$ cat config.mk
export PLATFORM = sky130hd
export DESIGN_NAME = char_lcd_4bit_interface_sequencer
export DESIGN_NICKNAME = d
export VERILOG_FILES = /design/src/sv/lcd4_pkg.sv /design/src/sv/lcd4_front.sv /design/src/sv/lcd4_seq.sv /design/src/sv/lcd4_outq.sv /design/src/sv/char_lcd_4bit_interface_sequencer.sv
export VERILOG_INCLUDE_DIRS = /design/src /design/src/sv
export SDC_FILE = /design/constraint.sdc
export NUM_CORES = 1
export LEC_CHECK = 0
export BUFFER_PORTS_ARGS = -buffer_cell sky130_fd_sc_hd__buf_2
export CAP_MARGIN = 20
export CORE_MARGIN = 5
export CORE_UTILIZATION = 40
export CTS_CLUSTER_SIZE = 28
export DETAILED_ROUTE_END_ITERATION = 12
export GPL_TIMING_DRIVEN = 0
export HOLD_SLACK_MARGIN = 0.03
export SLEW_MARGIN = 15
export SYNTH_ARGS = -nofsm -noshare
export SYNTH_HDL_FRONTEND = slang
export SYNTH_HIERARCHICAL = 1
export SYNTH_SLANG_ARGS = --single-unit
$ cat constraint.sdc
create_clock -name clk -period 5.6 [get_ports clk]
set_input_delay 0.84 -clock clk [delete_from_list [all_inputs] [get_ports clk]]
set_output_delay 0.84 -clock clk [all_outputs]
set_load 0.005 [all_outputs]
$ cat src/sv/assert_macros.svh
// Assertion macros shared by the LCD sequencer modules.
// No dependencies; included by each module that checks its own logic.
`ifndef ASSERT_MACROS_SVH
`define ASSERT_MACROS_SVH

// Checks that a condition holds at every clock edge outside reset.
`define ASSERT_ALWAYS(lbl, clk, rst_n, expr) \
	lbl: assert property (@(posedge clk) disable iff (!rst_n) (expr)) \
		else $error("assertion failed");

// Checks that a trigger at one edge is followed by a consequence at the next edge.
`define ASSERT_NEXT(lbl, clk, rst_n, ante, cons) \
	lbl: assert property (@(posedge clk) disable iff (!rst_n) (ante) |=> (cons)) \
		else $error("assertion failed");

`endif

$ cat src/sv/lcd4_pkg.sv
// Shared types, codes and init tables of the 4-bit character LCD sequencer.
// No dependencies; used by every module of the block.
`timescale 1ns / 1ps

package lcd4_pkg;

	// Longest wait the timing counter can hold, and the counter width that follows.
	localparam int MAX_WAIT_US = 16383;
	localparam int WAIT_W = $clog2(MAX_WAIT_US + 1);

	// Power-up delay before the first init command.
	localparam logic [WAIT_W-1:0] POWER_WAIT_US = WAIT_W'(15000);

	// Number of commands in the init list.
	localparam logic [3:0] INIT_COUNT = 4'd10;
	localparam logic [3:0] INIT_FIRST_NO_PREAMBLE = 4'd2;

	// Action codes of an input word.
	localparam logic [1:0] ACT_TICK  = 2'd0;
	localparam logic [1:0] ACT_WRITE = 2'd1;
	localparam logic [1:0] ACT_INIT  = 2'd2;

	// Configuration register indexes.
	localparam logic CFG_SKIP_PREAMBLE = 1'b0;
	localparam logic CFG_TICKS_PER_US  = 1'b1;

	typedef struct packed {
		logic [1:0]        action;
		logic [7:0]        byte_value;
		logic              is_data;
		logic [WAIT_W-1:0] settle_us;
	} in_t;

	typedef struct packed {
		logic       rs_pin;
		logic       en_pin;
		logic [3:0] data_nibble;
		logic       busy_res;
		logic       rejected;
	} out_t;

	// Classified word handed from the front queue to the sequencer.
	typedef struct packed {
		logic              is_tick;
		logic              is_write;
		logic              is_init;
		logic [7:0]        byte_value;
		logic              is_data;
		logic [WAIT_W-1:0] settle_us;
	} cmd_t;

	// Init command list.
	function automatic logic [7:0] init_cmd(input logic [3:0] idx);
		logic [7:0] v;
		case (idx)
			4'd0: v = 8'h33;
			4'd1: v = 8'h32;
			4'd2: v = 8'h28;
			4'd3: v = 8'h08;
			4'd4: v = 8'h0f;
			4'd5: v = 8'h01;
			4'd6: v = 8'h28;
			4'd7: v = 8'h0c;
			4'd8: v = 8'h06;
			4'd9: v = 8'h01;
			default: v = 8'h33;
		endcase
		return v;
	endfunction

	// Delay in microseconds after each init command.
	function automatic logic [WAIT_W-1:0] init_wait(input logic [3:0] idx);
		logic [WAIT_W-1:0] v;
		case (idx)
			4'd0: v = WAIT_W'(4000);
			4'd1: v = WAIT_W'(4000);
			4'd2: v = WAIT_W'(2000);
			4'd3: v = WAIT_W'(40);
			4'd4: v = WAIT_W'(40);
			4'd5: v = WAIT_W'(1800);
			4'd6: v = WAIT_W'(2000);
			4'd7: v = WAIT_W'(40);
			4'd8: v = WAIT_W'(40);
			4'd9: v = WAIT_W'(1800);
			default: v = WAIT_W'(4000);
		endcase
		return v;
	endfunction

endpackage

$ cat src/sv/lcd4_front.sv
// Front queue of the LCD sequencer: accepts input words and classifies their action.
// Depends on lcd4_pkg and assert_macros.svh.
`timescale 1ns / 1ps
`include "assert_macros.svh"

module lcd4_front (
	input  logic          clk,
	input  logic          arst_n,
	input  logic          push,
	output logic          full,
	input  lcd4_pkg::in_t item,
	input  logic          take,
	output logic          avail,
	output lcd4_pkg::cmd_t cmd
);

	lcd4_pkg::cmd_t slot_q [2];
	logic           wr_ptr_q;
	logic           rd_ptr_q;
	logic [1:0]     cnt_q;
	logic           do_push;
	logic           do_pop;
	lcd4_pkg::cmd_t cls;

	assign full    = (cnt_q == 2'd2);
	assign avail   = (cnt_q != 2'd0);
	assign do_push = push && !full;
	assign do_pop  = take && avail;
	assign cmd     = slot_q[rd_ptr_q];

	// Decode the action code into one flag per kind; unused codes set none.
	always_comb begin
		cls.is_tick    = (item.action == lcd4_pkg::ACT_TICK);
		cls.is_write   = (item.action == lcd4_pkg::ACT_WRITE);
		cls.is_init    = (item.action == lcd4_pkg::ACT_INIT);
		cls.byte_value = item.byte_value;
		cls.is_data    = item.is_data;
		cls.settle_us  = item.settle_us;
	end

	// Storage for the two queued words.
	always_ff @(posedge clk) begin
		if (do_push) begin
			slot_q[wr_ptr_q] <= cls;
		end
	end

	// Pointers and fill count.
	always_ff @(posedge clk or negedge arst_n) begin
		if (!arst_n) begin
			wr_ptr_q <= 1'b0;
			rd_ptr_q <= 1'b0;
			cnt_q    <= 2'd0;
		end else begin
			if (do_push) begin
				wr_ptr_q <= ~wr_ptr_q;
			end
			if (do_pop) begin
				rd_ptr_q <= ~rd_ptr_q;
			end
			if (do_push && !do_pop) begin
				cnt_q <= cnt_q + 2'd1;
			end else if (do_pop && !do_push) begin
				cnt_q <= cnt_q - 2'd1;
			end
		end
	end

	`ASSERT_ALWAYS(a_front_cnt_bound, clk, arst_n, cnt_q <= 2'd2)
	`ASSERT_NEXT(a_front_cnt_grow, clk, arst_n, do_push && !do_pop, cnt_q == $past(cnt_q) + 2'd1)

endmodule

$ cat src/sv/lcd4_seq.sv
// Back end of the LCD sequencer: runs one queued word per cycle, while a word waits and the result queue
// has room, through the phase, timing and init-list state. Depends on lcd4_pkg and assert_macros.svh.
`timescale 1ns / 1ps
`include "assert_macros.svh"

module lcd4_seq (
	input  logic            clk,
	input  logic            arst_n,
	input  logic            cfg_we,
	input  logic            cfg_index,
	input  logic [7:0]      cfg_data,
	input  logic            avail,
	input  lcd4_pkg::cmd_t  cmd,
	output logic            take,
	input  logic            room,
	output logic            res_wr,
	output lcd4_pkg::out_t  res
);

	localparam logic [3:0] PH_IDLE   = 4'd0;
	localparam logic [3:0] PH_POWER  = 4'd1;
	localparam logic [3:0] PH_SETUP  = 4'd2;
	localparam logic [3:0] PH_ENLO1  = 4'd3;
	localparam logic [3:0] PH_ENHI   = 4'd4;
	localparam logic [3:0] PH_ENLO2  = 4'd5;
	localparam logic [3:0] PH_SETTLE = 4'd6;

	localparam int W = lcd4_pkg::WAIT_W;

	// Configuration registers.
	logic       skip_pre_q;
	logic [7:0] tpu_q;

	// Sequencer state.
	logic [3:0]   phase_q;
	logic         nib_q;
	logic [7:0]   byte_q;
	logic         rsl_q;
	logic [W-1:0] settle_q;
	logic [W-1:0] us_q;
	logic [7:0]   pre_q;
	logic [3:0]   step_q;
	logic         init_q;
	logic         en_q;
	logic [3:0]   data_q;
	logic         rs_q;

	// Next-state values.
	logic [3:0]   phase_d;
	logic         nib_d;
	logic [7:0]   byte_d;
	logic         rsl_d;
	logic [W-1:0] settle_d;
	logic [W-1:0] us_d;
	logic [7:0]   pre_d;
	logic [3:0]   step_d;
	logic         init_d;
	logic         en_d;
	logic [3:0]   data_d;
	logic         rs_d;
	logic         rej;

	logic         busy;
	logic         fire;
	logic         go_setup;
	logic         go_cmd;
	logic         go_finish;
	logic [3:0]   sel;

	assign busy   = (phase_q != PH_IDLE);
	assign fire   = avail && room;
	assign take   = fire;
	assign res_wr = fire;

	// One step of the sequencer for the word at the head of the front queue.
	always_comb begin
		phase_d   = phase_q;
		nib_d     = nib_q;
		byte_d    = byte_q;
		rsl_d     = rsl_q;
		settle_d  = settle_q;
		us_d      = us_q;
		pre_d     = pre_q;
		step_d    = step_q;
		init_d    = init_q;
		en_d      = en_q;
		data_d    = data_q;
		rs_d      = rs_q;
		rej       = 1'b0;
		go_setup  = 1'b0;
		go_cmd    = 1'b0;
		go_finish = 1'b0;
		sel       = 4'd0;

		if (cmd.is_tick) begin
			if (busy) begin
				pre_d = pre_q + 8'd1;
				if (pre_d >= tpu_q) begin
					pre_d = 8'd0;
					if (us_q != '0) begin
						us_d = us_q - W'(1);
					end
					if (us_d == '0) begin
						// The current phase has run out: move on to the next one.
						case (phase_q)
							PH_POWER: begin
								rs_d   = 1'b0;
								en_d   = 1'b1;
								data_d = 4'd0;
								go_cmd = 1'b1;
							end
							PH_SETUP: begin
								rs_d    = rsl_q;
								en_d    = 1'b0;
								phase_d = PH_ENLO1;
								us_d    = W'(5);
							end
							PH_ENLO1: begin
								en_d    = 1'b1;
								phase_d = PH_ENHI;
								us_d    = W'(10);
							end
							PH_ENHI: begin
								en_d    = 1'b0;
								phase_d = PH_ENLO2;
								us_d    = W'(5);
							end
							PH_ENLO2: begin
								if (!nib_q) begin
									nib_d    = 1'b1;
									go_setup = 1'b1;
								end else if (settle_q == '0) begin
									go_finish = 1'b1;
								end else begin
									phase_d = PH_SETTLE;
									us_d    = settle_q;
								end
							end
							PH_SETTLE: begin
								go_finish = 1'b1;
							end
							default: begin
								phase_d = PH_IDLE;
							end
						endcase
					end
				end
			end
		end else if (cmd.is_write || cmd.is_init) begin
			if (busy) begin
				rej = 1'b1;
			end else begin
				pre_d = 8'd0;
				if (cmd.is_write) begin
					byte_d   = cmd.byte_value;
					rsl_d    = cmd.is_data;
					settle_d = cmd.settle_us;
					nib_d    = 1'b0;
					go_setup = 1'b1;
				end else begin
					init_d  = 1'b1;
					step_d  = skip_pre_q ? lcd4_pkg::INIT_FIRST_NO_PREAMBLE : 4'd0;
					phase_d = PH_POWER;
					us_d    = lcd4_pkg::POWER_WAIT_US;
				end
			end
		end

		// A byte is done: either the next init command starts or the block goes idle.
		if (go_finish) begin
			if (init_q) begin
				step_d = step_q + 4'd1;
				if (step_d >= lcd4_pkg::INIT_COUNT) begin
					init_d  = 1'b0;
					step_d  = 4'd0;
					phase_d = PH_IDLE;
				end else begin
					go_cmd = 1'b1;
				end
			end else begin
				phase_d = PH_IDLE;
			end
		end

		// Load the next init command as an instruction byte.
		if (go_cmd) begin
			sel      = (step_d < lcd4_pkg::INIT_COUNT) ? step_d : 4'd0;
			byte_d   = lcd4_pkg::init_cmd(sel);
			rsl_d    = 1'b0;
			settle_d = lcd4_pkg::init_wait(sel);
			nib_d    = 1'b0;
			go_setup = 1'b1;
		end

		// Present the selected nibble and hold it for one microsecond.
		if (go_setup) begin
			phase_d = PH_SETUP;
			data_d  = nib_d ? byte_d[3:0] : byte_d[7:4];
			us_d    = W'(1);
		end
	end

	// Result word reflects the line levels after this step.
	always_comb begin
		res.rs_pin      = rs_d;
		res.en_pin      = en_d;
		res.data_nibble = data_d;
		res.busy_res    = (phase_d != PH_IDLE);
		res.rejected    = rej;
	end

	// Configuration registers are written directly.
	always_ff @(posedge clk or negedge arst_n) begin
		if (!arst_n) begin
			skip_pre_q <= 1'b0;
			tpu_q      <= 8'd1;
		end else if (cfg_we) begin
			case (cfg_index)
				lcd4_pkg::CFG_SKIP_PREAMBLE: skip_pre_q <= cfg_data[0];
				lcd4_pkg::CFG_TICKS_PER_US:  tpu_q      <= cfg_data;
				default: ;
			endcase
		end
	end

	// Sequencer state advances once per word taken.
	always_ff @(posedge clk or negedge arst_n) begin
		if (!arst_n) begin
			phase_q  <= PH_IDLE;
			nib_q    <= 1'b0;
			byte_q   <= 8'd0;
			rsl_q    <= 1'b0;
			settle_q <= '0;
			us_q     <= '0;
			pre_q    <= 8'd0;
			step_q   <= 4'd0;
			init_q   <= 1'b0;
			en_q     <= 1'b0;
			data_q   <= 4'd0;
			rs_q     <= 1'b0;
		end else if (fire) begin
			phase_q  <= phase_d;
			nib_q    <= nib_d;
			byte_q   <= byte_d;
			rsl_q    <= rsl_d;
			settle_q <= settle_d;
			us_q     <= us_d;
			pre_q    <= pre_d;
			step_q   <= step_d;
			init_q   <= init_d;
			en_q     <= en_d;
			data_q   <= data_d;
			rs_q     <= rs_d;
		end
	end

	`ASSERT_NEXT(a_seq_reject_holds, clk, arst_n, fire && rej, phase_q == $past(phase_q))

endmodule

$ cat src/sv/lcd4_outq.sv
// Result queue of the LCD sequencer: holds finished result words until popped.
// Depends on lcd4_pkg and assert_macros.svh.
`timescale 1ns / 1ps
`include "assert_macros.svh"

module lcd4_outq (
	input  logic           clk,
	input  logic           arst_n,
	input  logic           wr,
	output logic           room,
	input  lcd4_pkg::out_t wdata,
	output logic           empty,
	input  logic           pop,
	output lcd4_pkg::out_t result
);

	lcd4_pkg::out_t slot_q [2];
	logic           wr_ptr_q;
	logic           rd_ptr_q;
	logic [1:0]     cnt_q;
	logic           do_wr;
	logic           do_rd;

	assign room   = (cnt_q != 2'd2);
	assign empty  = (cnt_q == 2'd0);
	assign do_wr  = wr && room;
	assign do_rd  = pop && !empty;
	assign result = slot_q[rd_ptr_q];

	// Storage for the two result words.
	always_ff @(posedge clk) begin
		if (do_wr) begin
			slot_q[wr_ptr_q] <= wdata;
		end
	end

	// Pointers and fill count.
	always_ff @(posedge clk or negedge arst_n) begin
		if (!arst_n) begin
			wr_ptr_q <= 1'b0;
			rd_ptr_q <= 1'b0;
			cnt_q    <= 2'd0;
		end else begin
			if (do_wr) begin
				wr_ptr_q <= ~wr_ptr_q;
			end
			if (do_rd) begin
				rd_ptr_q <= ~rd_ptr_q;
			end
			if (do_wr && !do_rd) begin
				cnt_q <= cnt_q + 2'd1;
			end else if (do_rd && !do_wr) begin
				cnt_q <= cnt_q - 2'd1;
			end
		end
	end

	`ASSERT_ALWAYS(a_outq_cnt_bound, clk, arst_n, cnt_q <= 2'd2)

endmodule

$ cat src/sv/char_lcd_4bit_interface_sequencer.sv
// 4-bit character LCD sequencer: front queue, sequencer step and result queue.
// A pushed word is stored in the front queue, then stepped and stored in the result queue.
// Throughput: one word per cycle while words arrive and the result queue has room.
// Both queues hold two words, so a stall on either side stops the other once they fill.
// Reset at once empties both queues and clears all state, but ticks per us resets to one.
`timescale 1ns / 1ps

module char_lcd_4bit_interface_sequencer (
	input  logic           clk,
	input  logic           arst_n,
	input  logic           cfg_we,
	input  logic           cfg_index,
	input  logic [7:0]     cfg_data,
	input  logic           push,
	output logic           full,
	input  lcd4_pkg::in_t  item,
	output logic           empty,
	input  logic           pop,
	output lcd4_pkg::out_t result
);

	logic           avail;
	logic           take;
	logic           room;
	logic           res_wr;
	lcd4_pkg::cmd_t cmd;
	lcd4_pkg::out_t res;

	// Front: accept and classify input words.
	lcd4_front u_front (
		.clk    (clk),
		.arst_n (arst_n),
		.push   (push),
		.full   (full),
		.item   (item),
		.take   (take),
		.avail  (avail),
		.cmd    (cmd)
	);

	// Back: run each word through the sequencer.
	lcd4_seq u_seq (
		.clk       (clk),
		.arst_n    (arst_n),
		.cfg_we    (cfg_we),
		.cfg_index (cfg_index),
		.cfg_data  (cfg_data),
		.avail     (avail),
		.cmd       (cmd),
		.take      (take),
		.room      (room),
		.res_wr    (res_wr),
		.res       (res)
	);

	// Result queue toward the consumer.
	lcd4_outq u_outq (
		.clk    (clk),
		.arst_n (arst_n),
		.wr     (res_wr),
		.room   (room),
		.wdata  (res),
		.empty  (empty),
		.pop    (pop),
		.result (result)
	);

endmodule
==> tab_implementation.tex <==
\begin{tabular}{lr}
\hline
Metric & Value \\
\hline
\multicolumn{2}{l}{\textbf{Layout}} \\
\quad Leading cell type in the layout, fill and taps excluded & sky130\_fd\_sc\_hd\_\_nand2\_1 \\
\quad Fill cells & 1760 \\
\quad Area growth from synthesis to layout & 15.29\% \\
\quad Footprint of the multi-input gates & 0.003473 mm² \\
\quad Core Util, Final & 47.24\% \\
\quad Proportion of layout cells with a drive suffix above 1 & 19.85\% \\
\quad Total inserted antenna cells & 0 \\
\quad Post-route cell area & 0.008925 mm² \\
\quad Area occupied by registers & 0.003970 mm² \\
\quad Final instance count without filler cells & 1056 \\
\quad Highest-count cells in the layout ignoring fill and taps & sky130\_fd\_sc\_hd\_\_nand2\_1, sky130\_fd\_sc\_hd\_\_dfrtp\_1, sky130\_fd\_sc\_hd\_\_edfxtp\_1 \\
\quad Layout net count & 841 \\
\multicolumn{2}{l}{\textbf{Place}} \\
\quad Weighted congestion reported at the end of routability-driven placement & 0.9331 \\
\quad DP Wirelength & 13760 µm \\
\quad Total of buffers placed on input and output ports & 48 \\
\quad Cell area after placement & 0.008364 mm² \\
\quad Cell count after placement & 1024 \\
\quad Dpl ws & 0.5622 ns \\
\multicolumn{2}{l}{\textbf{CTS}} \\
\quad Num CTS Buffers & 17 \\
\quad Insertion delay of the later-clocked pin in the worst-skew pair & 0.42 ns \\
\quad Clock sink count & 145 \\
\quad Cts-stage hold buffer count & 0 \\
\quad Clock transition at the registers of the reported paths & 0.07 ns \\
\quad Number of gates resized after cts & 0 \\
\quad Buffer cell driving the clock tree root & sky130\_fd\_sc\_hd\_\_clkbuf\_16 \\
\quad Level count of the clock H-tree & 4 \\
\quad CTS tree & yes \\
\quad Longest Clk Path Bufs & 2 \\
\quad Buffers inserted by post-CTS timing repair & 0 \\
\multicolumn{2}{l}{\textbf{Logic synthesis}} \\
\quad Warnings, synthesis & 6 \\
\quad Net Count, Synth & 771 \\
\quad Synthesized flop and latch total & 145 \\
\quad Number of flops mapped to enable cells by yosys & 68 \\
\quad Async SR Flop Fraction & 53.10\% \\
\quad Post-synth top flop & sky130\_fd\_sc\_hd\_\_dfrtp\_1 \\
\quad Number of distinct library cells after synthesis & 77 \\
\quad Avg Inst Size Synth & 10.86 µm² \\
\quad Sequential element share of the synthesized area & 51.28\% \\
\quad Synth Cell Area & 0.007741 mm² \\
\quad Number of instances in the synthesized netlist & 713 \\
\multicolumn{2}{l}{\textbf{Run}} \\
\quad Number of violations of the max-capacitance limit & 0 \\
\multicolumn{2}{l}{\textbf{Die}} \\
\quad Die X & 149.1 µm \\
\quad Placeable core area & 0.01889 mm² \\
\quad Number of ports placed on the die boundary & 49 \\
\quad Number of rows created at floorplan & 50 \\
\quad Full die area & 0.02224 mm² \\
\quad Initial cell density of the core & 40.97\% \\
\quad Die Span Y & 149.1 µm \\
\multicolumn{2}{l}{\textbf{Timing}} \\
\quad Post-Route Hold Slack & 0.3719 ns \\
\quad Transition time at the pin with the least slew margin & 1.099 ns \\
\quad Highest achievable clock rate & 0.1949 GHz \\
\quad Remaining max-slew budget at the tightest pin & 25.72\% \\
\quad Shortest period the worst path allows & 5.130 ns \\
\quad Fin crit share & 91.61\% \\
\quad Final WS setup & 0.4701 ns \\
\quad Final setup violation count & 0 \\
\quad Max-slew violation count & 0 \\
\quad Final Hold Violating Endpoints & 0 \\
\quad RSZ-0062 raised after global routing & no \\
\quad Setup total negative slack & 0 ns \\
\quad Clock tree skew after final layout & 0.006490 ns \\
\multicolumn{2}{l}{\textbf{Status}} \\
\quad Outcome & finished clean \\
\multicolumn{2}{l}{\textbf{Global routing}} \\
\quad Largest net degree at the start of global routing & 46 \\
\quad Initial antenna violation count & 0 \\
\quad Wire length of the first global-routing pass & 31080 µm \\
\quad Overall Global Routing Usage & 17.63\% \\
\quad Remaining Overflow, GRT & 0 \\
\quad Number of global-route vias before repair & 5927 \\
\multicolumn{2}{l}{\textbf{Power and ir drop}} \\
\quad Sequential power share & 38.7\% \\
\quad Worst supply voltage drop on vdd & 0.2755 mV \\
\quad Pleak & 3.666 nW \\
\quad Power, Total & 4.485 mW \\
\quad P per Cell Area & 502.6 mW/mm² \\
\quad Clock share of power & 24.2\% \\
\quad Switching power & 1.699 mW \\
\quad Gate power share & 37.1\% \\
\quad Switching share of power & 37.88\% \\
\quad Internal Power & 2.786 mW \\
\multicolumn{2}{l}{\textbf{Critical path}} \\
\quad Cell-by-cell trace of the critical path & inv\_1 > ha\_1 > or4b\_1 > buf\_2 > nor3\_1 > o211ai\_1 > or4b\_4 > nor4\_4 > mux2i\_1 > nand2b\_1 > nand2b\_1 > o21ai\_0 > ha\_1 > or3\_1 > nand2\_1 > a31oi\_1 > a21oi\_1 \\
\quad Data required, critical path & 5.94 ns \\
\quad Largest delay contributor family on the critical path & simple AND/OR/NAND/NOR gates \\
\quad Worst path slowest cell & sky130\_fd\_sc\_hd\_\_mux2i\_1 \\
\quad Crit start category & flop \\
\quad Data arrival time of the critical path & 5.47 ns \\
\quad Worst Setup End Kind & flop \\
\quad Class of the most critical setup path & flop to flop \\
\quad Count of buffer and inverter cells on the critical path & 2 \\
\quad Biggest fanout along the worst timing path & 8 \\
\quad Slowest stage delay, CP & 0.60 ns \\
\multicolumn{2}{l}{\textbf{Detailed routing}} \\
\quad Final routed DRC violation total & 0 \\
\quad Wirelength, routed & 18880 µm \\
\quad Antenna violation net count after detailed routing & 0 \\
\quad Vias after detailed routing & 5870 \\
\quad Starting DRT DRC Count & 593 \\
\quad Average detailed-routed wire length per instance & 17.88 µm \\
\quad 1st-pass router iterations & 5 \\
\quad Drt via density & 5.559 \\
\multicolumn{2}{l}{\textbf{Hold path}} \\
\quad Hold crit path type & primary input to async pin \\
\hline
\end{tabular}
## kinds of logic after synthesis
kind of cell,after synthesis,share of synthesized area [%]
compound gates,158,13.25
fa+ha+maj,19,3.071
xor+xnor,24,2.715
mux,54,8.680
simple gates,250,17.05
flops,145,51.28
buf+inv,63,3.944
## flip-flops by register name, summed over array words and instances, names as in the netlist, 7 cells and up
| signal | flops |
|---|---|
| u_front/slot_q | 52 |
| u_outq/slot_q | 16 |
| u_seq/byte_q | 7 |
| u_seq/tpu_q | 8 |
| u_seq/pre_q | 8 |
| u_seq/settle_q | 14 |
| u_seq/us_q | 14 |
## cell type report
class                           instances  share of cell area (%)
Clock inverter                         14                   1.472
Sequential cell                       145                   44.48
Inverter                               25                   1.051
Tap cell                              260                   3.645
Clock buffer                           18                   4.809
Buffer                                 38                   2.369
Multi-Input combinational cell        505                   38.92
Timing Repair Buffer                   51                   3.252
## power by group through the flow
stage	clock network, mW	logic, mW	registers, mW
6_report	1.08	1.66	1.74
3_5_place_dp	0	1.65	1.75
4_1_cts	1.11	1.67	1.73
2_1_floorplan	0	1.23	1.66
3_3_place_gp	0	1.60	1.73
5_1_grt	1.15	1.85	1.77
## cell usage after synthesis (5+ instances only)
cell / n / area, µm²
sky130_fd_sc_hd__and2_1: 5 / 31.28
sky130_fd_sc_hd__nor3_1: 14 / 70.07
sky130_fd_sc_hd__clkbuf_1: 24 / 90.09
sky130_fd_sc_hd__mux2_4: 20 / 300.3
sky130_fd_sc_hd__a211oi_1: 6 / 45.04
sky130_fd_sc_hd__o21ai_1: 6 / 30.03
sky130_fd_sc_hd__o21a_1: 5 / 37.54
sky130_fd_sc_hd__nand4_1: 5 / 31.28
sky130_fd_sc_hd__and3_1: 11 / 68.82
sky130_fd_sc_hd__nor2b_1: 6 / 37.54
sky130_fd_sc_hd__a31oi_1: 13 / 81.33
sky130_fd_sc_hd__a21oi_1: 27 / 135.1
sky130_fd_sc_hd__dfrtp_1: 76 / 1902
sky130_fd_sc_hd__nand3_1: 26 / 130.1
sky130_fd_sc_hd__xnor2_1: 12 / 105.1
sky130_fd_sc_hd__o21ai_0: 45 / 225.2
sky130_fd_sc_hd__xor2_1: 12 / 105.1
sky130_fd_sc_hd__or4_1: 8 / 60.06
sky130_fd_sc_hd__edfxtp_1: 68 / 2042
sky130_fd_sc_hd__a22o_1: 6 / 52.55
sky130_fd_sc_hd__nand2b_1: 7 / 43.79
sky130_fd_sc_hd__mux2i_1: 9 / 90.09
sky130_fd_sc_hd__or3_1: 7 / 43.79
sky130_fd_sc_hd__nor4_1: 9 / 56.30
sky130_fd_sc_hd__mux2_2: 25 / 281.5
sky130_fd_sc_hd__nand2_1: 83 / 311.6
sky130_fd_sc_hd__inv_1: 25 / 93.84
sky130_fd_sc_hd__nor2_1: 41 / 153.9
sky130_fd_sc_hd__o31ai_1: 13 / 97.59
sky130_fd_sc_hd__ha_1: 19 / 237.7
sky130_fd_sc_hd__buf_2: 5 / 25.02
## worst paths after layout
check | to | cells after the start | slack (ns) | from
max | u_seq/byte_q[0]$_DFFE_PN0P_ | 17 | 0.47 | u_seq/us_q[0]$_DFFE_PN0P_
min | u_front/wr_ptr_q$_DFFE_PN0P_ | 1 | 0.37 | arst_n
max reg2reg | u_seq/byte_q[0]$_DFFE_PN0P_ | 17 | 0.47 | u_seq/us_q[0]$_DFFE_PN0P_
min reg2reg | u_seq/data_q[3]$_DFFE_PN0P_ | 2 | 0.49 | u_seq/data_q[3]$_DFFE_PN0P_
max in group asynchronous | u_seq/byte_q[7]$_DFFE_PN0P_ | 2 | 4.61 | arst_n
min in group clk | u_seq/data_q[3]$_DFFE_PN0P_ | 2 | 0.49 | u_seq/data_q[3]$_DFFE_PN0P_
## routing by layer
metal / up-vias / wire, µm / track usage [%]
met5: - / 0 / 0
met2: 217 / 8885 / 27.65
li1: 2771 / - / -
met3: 37 / 1230 / 3.920
met4: 0 / 395 / 6.178
met1: 2845 / 8368 / 24.19
## worst reg2reg max path: stages, from the launching register on
cell and delay, ns:
sky130_fd_sc_hd__dfrtp_1 0.47, sky130_fd_sc_hd__inv_1 0.12, sky130_fd_sc_hd__ha_1 0.14, sky130_fd_sc_hd__or4b_1 0.42, sky130_fd_sc_hd__buf_2 0.19, sky130_fd_sc_hd__nor3_1 0.43, sky130_fd_sc_hd__o211ai_1 0.18, sky130_fd_sc_hd__or4b_4 0.56
sky130_fd_sc_hd__nor4_4 0.50, sky130_fd_sc_hd__mux2i_1 0.60, sky130_fd_sc_hd__nand2b_1 0.17, sky130_fd_sc_hd__nand2b_1 0.10, sky130_fd_sc_hd__o21ai_0 0.20, sky130_fd_sc_hd__ha_1 0.27, sky130_fd_sc_hd__or3_1 0.38, sky130_fd_sc_hd__nand2_1 0.08
sky130_fd_sc_hd__a31oi_1 0.08, sky130_fd_sc_hd__a21oi_1 0.16
No activity file was read; power rests on OpenSTA's default activity.
